**src/rtl/tpi_pkg.sv**
```systemverilog
`default_nettype none

package tpi_pkg;

    // input item modes
    typedef enum logic [1:0] {
        MODE_STORE2 = 2'd0,
        MODE_FRAME1 = 2'd1,
        MODE_IDLE   = 2'd2,
        MODE_RX     = 2'd3
    } tpi_mode_t;

    // result kinds
    localparam logic KIND_LINK = 1'b0;
    localparam logic KIND_DATA = 1'b1;

    // receiver phase
    typedef enum logic [1:0] {
        RX_HUNT  = 2'd0,
        RX_HELD  = 2'd1,
        RX_TRAIL = 2'd2
    } tpi_rx_phase_t;

    // link constants
    localparam logic [7:0]  IDLE_BYTE  = 8'hFF;
    localparam logic [1:0]  STOP_BITS  = 2'b11;
    localparam logic [3:0]  IDLE_BITS  = 4'hF;
    localparam logic        START_BIT  = 1'b0;

    // command queue
    localparam int FIFO_DEPTH = 2;
    localparam int PTR_W      = $clog2(FIFO_DEPTH);
    localparam int CNT_W      = $clog2(FIFO_DEPTH + 1);

    // one queued command: up to three result bytes, lowest byte first
    typedef struct packed {
        logic        kind;
        logic [1:0]  count;
        logic [23:0] data;
    } tpi_entry_t;

endpackage

`default_nettype wire

```
**src/rtl/tpi_fifo.sv**
```systemverilog
`default_nettype none

module tpi_fifo
    import tpi_pkg::*;
(
    input  wire logic       clk,
    input  wire logic       rst_n,
    input  wire logic       push,
    input  tpi_entry_t      push_data,
    output logic            full,
    input  wire logic       pop,
    output tpi_entry_t      pop_data,
    output logic            empty
);

    tpi_entry_t             mem_reg [FIFO_DEPTH];
    logic [PTR_W-1:0]       wptr_reg;
    logic [PTR_W-1:0]       wptr_next;
    logic [PTR_W-1:0]       rptr_reg;
    logic [PTR_W-1:0]       rptr_next;
    logic [CNT_W-1:0]       cnt_reg;
    logic [CNT_W-1:0]       cnt_next;
    logic                   do_push;
    logic                   do_pop;

    assign full     = (cnt_reg == CNT_W'(FIFO_DEPTH));
    assign empty    = (cnt_reg == '0);
    assign do_push  = push && !full;
    assign do_pop   = pop && !empty;
    assign pop_data = mem_reg[rptr_reg];

    // pointer and fill bookkeeping
    always_comb
    begin
        wptr_next = do_push ? PTR_W'(wptr_reg + 1'b1) : wptr_reg;
        rptr_next = do_pop  ? PTR_W'(rptr_reg + 1'b1) : rptr_reg;
        cnt_next  = cnt_reg;
        if (do_push && !do_pop)
        begin
            cnt_next = CNT_W'(cnt_reg + 1'b1);
        end
        else if (do_pop && !do_push)
        begin
            cnt_next = CNT_W'(cnt_reg - 1'b1);
        end
    end

    always_ff @(posedge clk or negedge rst_n)
    begin
        if (!rst_n)
        begin
            wptr_reg <= '0;
            rptr_reg <= '0;
            cnt_reg  <= '0;
        end
        else
        begin
            wptr_reg <= wptr_next;
            rptr_reg <= rptr_next;
            cnt_reg  <= cnt_next;
        end
    end

    // entry storage
    always_ff @(posedge clk)
    begin
        if (do_push)
        begin
            mem_reg[wptr_reg] <= push_data;
        end
    end

endmodule

`default_nettype wire

```
**src/rtl/tpi_front.sv**
```systemverilog
`default_nettype none

module tpi_front
    import tpi_pkg::*;
(
    input  wire logic       clk,
    input  wire logic       rst_n,
    input  wire logic       in_valid,
    output logic            in_ready,
    input  wire logic [1:0] mode,
    input  wire logic [7:0] byte_a,
    input  wire logic [7:0] byte_b,
    input  wire logic       q_full,
    output logic            q_push,
    output tpi_entry_t      q_data
);

    tpi_rx_phase_t  phase_reg;
    tpi_rx_phase_t  phase_next;
    logic [7:0]     first_reg;
    logic [7:0]     first_next;
    logic           accept;
    tpi_mode_t      mode_sel;
    logic [2:0]     zero_pos;
    logic [3:0]     shamt;
    logic [15:0]    rx_word;
    logic [15:0]    rx_shifted;

    assign in_ready = !q_full;
    assign accept   = in_valid && in_ready;
    assign mode_sel = tpi_mode_t'(mode);

    // start bit: lowest zero of the held byte, capped at bit 7
    always_comb
    begin
        zero_pos = 3'd7;
        for (int i = 6; i >= 0; i--)
        begin
            if (!first_reg[i])
            begin
                zero_pos = 3'(i);
            end
        end
    end

    assign shamt      = {1'b0, zero_pos} + 4'd1;
    assign rx_word    = {byte_a, first_reg};
    assign rx_shifted = rx_word >> shamt;

    // receiver next state
    always_comb
    begin
        phase_next = phase_reg;
        first_next = first_reg;
        if (accept)
        begin
            if (mode_sel != MODE_RX)
            begin
                phase_next = RX_HUNT;
                first_next = 8'h00;
            end
            else
            begin
                unique case (phase_reg)
                    RX_HELD:
                    begin
                        phase_next = RX_TRAIL;
                    end
                    RX_TRAIL:
                    begin
                        phase_next = RX_HUNT;
                    end
                    default:
                    begin
                        if (byte_a != IDLE_BYTE)
                        begin
                            phase_next = RX_HELD;
                            first_next = byte_a;
                        end
                    end
                endcase
            end
        end
    end

    // classify the item into a queued command
    always_comb
    begin
        q_data.kind  = KIND_LINK;
        q_data.count = 2'd0;
        q_data.data  = '0;
        unique case (mode_sel)
            MODE_STORE2:
            begin
                q_data.count = 2'd3;
                q_data.data  = {STOP_BITS, ^byte_b, byte_b, START_BIT,
                                STOP_BITS, ^byte_a, byte_a, START_BIT};
            end
            MODE_FRAME1:
            begin
                q_data.count = 2'd2;
                q_data.data  = {8'h00, STOP_BITS, ^byte_a, byte_a, START_BIT,
                                IDLE_BITS};
            end
            MODE_IDLE:
            begin
                q_data.count = 2'd2;
                q_data.data  = {8'h00, IDLE_BYTE, IDLE_BYTE};
            end
            MODE_RX:
            begin
                q_data.kind = KIND_DATA;
                if (phase_reg == RX_HELD)
                begin
                    q_data.count = 2'd1;
                end
                q_data.data = {16'h0000, rx_shifted[7:0]};
            end
            default:
            begin
                q_data.count = 2'd0;
            end
        endcase
    end

    // items that cause no result are not queued
    assign q_push = accept && (q_data.count != 2'd0);

    always_ff @(posedge clk or negedge rst_n)
    begin
        if (!rst_n)
        begin
            phase_reg <= RX_HUNT;
            first_reg <= 8'h00;
        end
        else
        begin
            phase_reg <= phase_next;
            first_reg <= first_next;
        end
    end

endmodule

`default_nettype wire

```
**src/rtl/tpi_back.sv**
```systemverilog
`default_nettype none

module tpi_back
    import tpi_pkg::*;
(
    input  wire logic       clk,
    input  wire logic       rst_n,
    input  wire logic       q_empty,
    input  tpi_entry_t      q_data,
    output logic            q_pop,
    output logic            out_valid,
    input  wire logic       out_ready,
    output logic            kind,
    output logic [7:0]      byte_value,
    output logic            last
);

    logic [1:0]     cnt_reg;
    logic [1:0]     cnt_next;
    logic [23:0]    data_reg;
    logic [23:0]    data_next;
    logic           kind_reg;
    logic           kind_next;
    logic           take;

    // output stage shows the lowest remaining byte
    assign out_valid  = (cnt_reg != 2'd0);
    assign kind       = kind_reg;
    assign byte_value = data_reg[7:0];
    assign last       = (cnt_reg == 2'd1);

    // load a new command when empty or when the final byte leaves
    assign take  = (cnt_reg == 2'd0) || (out_ready && cnt_reg == 2'd1);
    assign q_pop = take && !q_empty;

    always_comb
    begin
        cnt_next  = cnt_reg;
        data_next = data_reg;
        kind_next = kind_reg;
        if (take)
        begin
            if (!q_empty)
            begin
                cnt_next  = q_data.count;
                data_next = q_data.data;
                kind_next = q_data.kind;
            end
            else
            begin
                cnt_next = 2'd0;
            end
        end
        else if (out_ready)
        begin
            cnt_next  = cnt_reg - 2'd1;
            data_next = {8'h00, data_reg[23:8]};
        end
    end

    always_ff @(posedge clk or negedge rst_n)
    begin
        if (!rst_n)
        begin
            cnt_reg <= 2'd0;
        end
        else
        begin
            cnt_reg <= cnt_next;
        end
    end

    always_ff @(posedge clk)
    begin
        data_reg <= data_next;
        kind_reg <= kind_next;
    end

endmodule

`default_nettype wire

```
**src/rtl/tpi_frame_codec.sv**
```systemverilog
// The first result of an item goes through the queue write, then the output stage
// load, before it is valid.
// The back end gives one result byte per cycle while out_ready is high; a two-frame
// store gives 3 result bytes, a single frame or idle pair 2, a received byte at most 1.
// A 2-entry command queue lets input accept continue while results wait.
// Reset (rst_n, async, active low) empties the queue and output stage and puts
// the receiver in start-bit hunt with a cleared held byte.
`default_nettype none

module tpi_frame_codec
    import tpi_pkg::*;
(
    input  wire logic       clk,
    input  wire logic       rst_n,
    input  wire logic       in_valid,
    output logic            in_ready,
    input  wire logic [1:0] mode,
    input  wire logic [7:0] byte_a,
    input  wire logic [7:0] byte_b,
    output logic            out_valid,
    input  wire logic       out_ready,
    output logic            kind,
    output logic [7:0]      byte_value,
    output logic            last
);

    logic           q_push;
    logic           q_full;
    logic           q_pop;
    logic           q_empty;
    tpi_entry_t     q_wdata;
    tpi_entry_t     q_rdata;

    // front: accept, track receiver, build command
    tpi_front u_front (
        .clk      (clk),
        .rst_n    (rst_n),
        .in_valid (in_valid),
        .in_ready (in_ready),
        .mode     (mode),
        .byte_a   (byte_a),
        .byte_b   (byte_b),
        .q_full   (q_full),
        .q_push   (q_push),
        .q_data   (q_wdata)
    );

    // command queue
    tpi_fifo u_fifo (
        .clk       (clk),
        .rst_n     (rst_n),
        .push      (q_push),
        .push_data (q_wdata),
        .full      (q_full),
        .pop       (q_pop),
        .pop_data  (q_rdata),
        .empty     (q_empty)
    );

    // back: emit bytes one per cycle while out_ready is high
    tpi_back u_back (
        .clk        (clk),
        .rst_n      (rst_n),
        .q_empty    (q_empty),
        .q_data     (q_rdata),
        .q_pop      (q_pop),
        .out_valid  (out_valid),
        .out_ready  (out_ready),
        .kind       (kind),
        .byte_value (byte_value),
        .last       (last)
    );

endmodule

`default_nettype wire
```
**config.mk**
```make
export PLATFORM = sky130hd
export DESIGN_NAME = tpi_frame_codec
export DESIGN_NICKNAME = d
export VERILOG_FILES = /design/src/rtl/tpi_pkg.sv /design/src/rtl/tpi_fifo.sv /design/src/rtl/tpi_front.sv /design/src/rtl/tpi_back.sv /design/src/rtl/tpi_frame_codec.sv
export SDC_FILE = /design/constraint.sdc
export NUM_CORES = 1
export LEC_CHECK = 0
export BUFFER_PORTS_ARGS = -buffer_cell sky130_fd_sc_hd__clkbuf_2
export CORE_UTILIZATION = 50
export CTS_CLUSTER_SIZE = 20
export DETAILED_ROUTE_END_ITERATION = 10
export HOLD_SLACK_MARGIN = 0.1
export PLACE_DENSITY_LB_ADDON = 0.25
export SYNTH_ARGS = -nofsm -noshare
export SYNTH_HDL_FRONTEND = slang
export SYNTH_HIERARCHICAL = 1
export SYNTH_SLANG_ARGS = --single-unit
export TNS_END_PERCENT = 20
```
**constraint.sdc**
```tcl
create_clock -name clk -period 2.8 [get_ports clk]
set_input_delay 0.14 -clock clk [delete_from_list [all_inputs] [get_ports clk]]
set_output_delay 0.14 -clock clk [all_outputs]
set_load 0.005 [all_outputs]
```
# After elaboration in Yosys (flattened, before gate mapping)
# Memories as Yosys holds them, arrays and structs flattened.
# Index checks and enable logic that the tools add are counted.
classes:
  n_shift: 1
  n_addsub: 6
  eq_ne: 11
  bitwise_logic: 1
  mux: 26
  reduce_logical: 29
ops:
  columns: ["op", "n"]
  rows:
  - ["26-bit case mux with 4 select lines", 1]
  - ["24-bit 2-to-1 mux", 3]
  - ["8-bit 2-to-1 mux", 3]
  - ["3-bit 2-to-1 mux", 6]
  - ["8-bit parity", 2]
  - ["16-bit by 4-bit right shift with 8-bit output", 1]
  - ["2-bit 2-to-1 mux", 7]
  - ["2-bit nonzero test", 5]
  - ["2-bit equality test (second input constant)", 4]
  - ["1-bit logical AND", 8]
  - ["8-bit inequality test (second input constant)", 1]
  - ["2-bit by 1-bit equality test with 1-bit output (second input constant)", 3]
  - ["2-bit logical NOT", 3]
  - ["2-bit AND reduction", 3]
  - ["1-bit 2-to-1 mux", 5]
  - ["3-bit by 1-bit adder with 4-bit output (second input constant)", 1]
  - ["1-bit logical NOT", 4]
  - ["2-bit inequality test (second input constant)", 2]
  - ["2-bit case mux with 2 select lines", 1]
  - ["4-bit nonzero test", 1]
  - ["2-bit by 1-bit subtractor with 2-bit output (second input constant)", 2]
  - ["3-bit AND reduction", 1]
  - ["1-bit adder (second input constant)", 2]
  - ["2-bit by 1-bit adder with 2-bit output (second input constant)", 1]
  - ["4 further kinds", 4]
word_totals:
  ff_bits: 41
  elab_cells: 83
  in_bits: 22
  ramBits: 54
  output_inout_bits: 12
  memories: 1
mem_list:
  columns: ["name", "words", "word_bits", "read_ports", "rd_ports_with_merged_regs", "wr", "line_no", "text"]
  rows:
  - ["u_fifo.mem_reg", 2, 27, 1, 0, 1, "tpi_fifo.sv:16", "tpi_entry_t mem_reg [FIFO_DEPTH];"]

# Depth between registers and ports, before layout
logic_depth:
  ltp_word: 17
  ltp_mapped: 11
  mapped_depth_nobuf: 11

# Cells and area by module
# Netlist, hierarchy kept.
modules_own_cells:
  columns: ["mod", "instances", "cells_each", "seq_area_each_um2", "area_per_inst_um2"]
  rows:
  - ["tpi_fifo", 1, 103, 1721.7, 2244.7]
  - ["tpi_front", 1, 192, 250.2, 1517.7]
  - ["tpi_back", 1, 80, 800.8, 1248.7]

# Worst setup path after synthesis
# Ideal clock, no wire load.
synth_timing:
  path_kind: "input port to flip-flop"
  from: "input mode[1]"
  to: "memory u_fifo/mem_reg[0][0] (netlist name), enable pin"
  t_arrival_ns: 2.239
  setup_ns: 0.411
  path_slack_ns: 0.150
  t_required_ns: 2.389
  n_path_buf: 1
  path_stages: 7
  cell_sequence: "inv_1 -> ha_1 -> clkbuf_1 -> inv_1 -> a31oi_1 -> nand2_1 -> nor2_1"
synth_between:
  elab_chain_len: 7
  word_cells_on_any_way: 10
  cone_classes: "eq/ne: 3; mux: 3; reduce/logical: 4"
synth_lines:
  columns: ["element", "line_no", "text"]
  rows:
  - ["from (decl)", "tpi_frame_codec.sv:17", "input wire logic [1:0] mode,"]
  - ["2-bit equality test (tied with other cells)", "tpi_front.sv:92", "unique case (mode_sel)"]
  - ["26-bit case mux with 4 select lines (*)", "tpi_front.sv:92", null]
  - ["2-bit nonzero test (*)", "tpi_front.sv:127", "assign q_push = accept && (q_data.count != 2'd0);"]
  - ["1-bit logical AND (*)", "tpi_front.sv:127", null]
  - ["named net q_push", "tpi_frame_codec.sv:27", "logic q_push;"]
  - ["1-bit logical AND (*)", "tpi_fifo.sv:28", "assign do_push = push && !full;"]
  - ["1-bit 2-to-1 mux (*)", "tpi_fifo.sv:67", "if (do_push)"]
  - ["1-bit 2-to-1 mux (implied by the code) (*)", "tpi_fifo.sv:69", "mem_reg[wptr_reg] <= push_data;"]
  - ["to (decl)", "tpi_fifo.sv:16", null]
# The timed path passes the listed nets; every way through them passes the cells marked *.

==> out/summary.txt <==
gp weighted congestion - 0.839
clock insertion delay at the later pin of the skew report - 360 ps
top post-synthesis cells by count - edfxtp_1, nand2_1, mux2_2, mux2_4, inv_1
final wirelength - 9.01 mm
max_slew headroom - 0.523
Cells after Synth - 375
Mean Syn Cell Area - 13.4 um2
Netlist cell types - 54
clock tree root buffer cell - clkbuf_8
post_cts resized - 0
CTS tree - built
port bufs - 33
Setup CP Type - reg2reg
I/O Pins - 34
row count - 36
Post-layout nets - 443
leak pwr - 2.08 nW
synthesized flop and latch total - 95
max reg flops - 54
final period demand of the worst path - 2390 ps
# hold bufs at CTS - 4
final setup fails - 0
Placed Instance Area - 0.00522 mm2
top_reg_cell synth - edfxtp_1
core area - 0.00973 mm2
global-route track usage on met3 - 0.0424
Reg clk slew, reported paths - 110 ps
max cap viols - 0
maximum vdd drop - 0.514 mV
Power Density - 898 mW/mm2
crit path cell chain - nand2_1, or3b_1, nand2_8, mux4_2, nand2_1, a32oi_1
Cell Count Post-Placement - 524
routing usage on met2 - 0.324
CP max FO - 11
Max Slew Vio Count - 0
count leader, synth - edfxtp_1
busiest grt layer - met2
Post-Syn Nets - 412
die span in x - 102 um
overall power - 4.88 mW
CP required - 2880 ps
f_max - 418 MHz
clk buf depth - 2
clock net sink count - 95
first-pass GRT wire length - 14.6 mm
Via density - 5.56
period utilization - 0.855
largest net degree at the start of global routing - 28
post-detailed-route wirelength per cell - 16.6 um
number of synthesized flops with an enable pin - 79
run status - completed
Congestion Overflow GR - 0
Die ar. - 0.0104 mm2
Hold WC Path Type - in2reg
endpoint class of the critical path - register
Remaining DRCs - 0
starting density of the core - 0.515
fin cells - 544
fin util - 0.559
H-tree levels - 3
worst slew pin tran - 715 ps
GRT Overall Usage - 0.188
Final Hold Fails - 0
Pre-antenna DRT Iters - 4
CP startpoint kind - register
Seq/Total Area, Yosys - 0.553
Setup TNS Final - 0 ps
CP max stage cell - dfrtp_1
final instance area - 0.00544 mm2
via count - 3,022
Post-DRT Antenna Nets - 0
met1 Use GR - 0.239
vias in the first global route - 2,983
Arr. time, crit path - 2480 ps
die span in y - 102 um
max incr delay on CP - 570 ps
P&R area growth vs syn - 8.51%
cts bufs inserted - 9
layout cell share with drive strength beyond 1 - 0.270
Antenna Diode Count - 0
mapped cell area - 0.00501 mm2
clock skew - 17.3 ps
Post-CTS Setup Bufs - 0
worst hold margin - 119 ps
initial antenna violation count - 0
YS warnings - 6
Synth area leader - edfxtp_1
Async S/R FF share, synth - 0.168
worst setup margin - 405 ps
share of the synthesized area in the top cell type - 0.473
Detailed Place HPWL - 6.39 mm
Place WS - 436 ps
RSZ-0062 raised after global routing - false
CP dominant cell by count - nand2_1
DR iter-0 viols - 159
Synth area leaders - edfxtp_1, dfrtp_1, mux2_4
==> worst max-delay path, delay by kind of cell, from the launching register on <==
kind	cells	cell delay [ps]
simple gates	4	960
flops	1	570
mux	1	500
compound gates	1	110
==> layer usage <==
layer	routed length [um]	share of wire	up-vias
li1	-	-	1449
met1	3910	0.43	1484
met2	4560	0.51	81
met3	415	0.046	8
met4	116	0.013	0
met5	0	0	-
==> final cells by class <==
type                    count  area (um2)
clock buffers               9         124
clock inverters             7        53.8
fillers                   834        4290
inverters                  18        67.6
multi-input cells         237        1980
flip-flops and latches     95        2770
well taps                 133         166
repair buffers             45         278
==> placed cells by master (no fill, tap or decap), types with 12 or more instances in the layout <==
cell / n
clkbuf_2: 33
inv_1: 18
ha_1: 15
nor2_1: 14
xnor2_1: 12
mux2_2: 25
edfxtp_1: 79
dfrtp_1: 16
mux2_4: 19
nand2_1: 27
==> cell families (layout without fill, tap and decap cells) <==
logic type	Yosys count	count (layout)	share of synthesized area
flops	95	95	0.553
xor+xnor	15	15	0.0262
compound gates	59	59	0.0871
fa+ha+maj	15	15	0.0375
mux	56	56	0.146
buf+inv	43	79	0.0534
simple gates	92	92	0.0964
==> final timing paths <==
kind	start	to	slack, ps	cells past startpoint
worst max-delay path	u_front/first_reg[2]$_DFFE_PN0P_	u_fifo/mem_reg[1][5]$_DFFE_PP_	410	6
max in group asynchronous	rst_n	u_front/phase_reg[0]$_DFFE_PN0P_	2270	2
worst min register to register	u_fifo/wptr_reg$_DFFE_PN0P_	u_fifo/wptr_reg$_DFFE_PN0P_	530	1
worst max register to register	u_front/first_reg[2]$_DFFE_PN0P_	u_fifo/mem_reg[1][5]$_DFFE_PP_	410	6
min in group asynchronous	rst_n	u_front/first_reg[1]$_DFFE_PN0P_	230	2
worst min-delay path	byte_b[4]	u_fifo/mem_reg[0][17]$_DFFE_PP_	120	2
==> power breakdown <==
group | internal (mW) | total, mW | switching (mW)
logic | 0.866 | 1.74 | 0.873
clock network | 0.334 | 0.822 | 0.488
registers | 2.12 | 2.32 | 0.205
total | 3.32 | 4.88 | 1.57
Power figures use the tool's default switching activity.
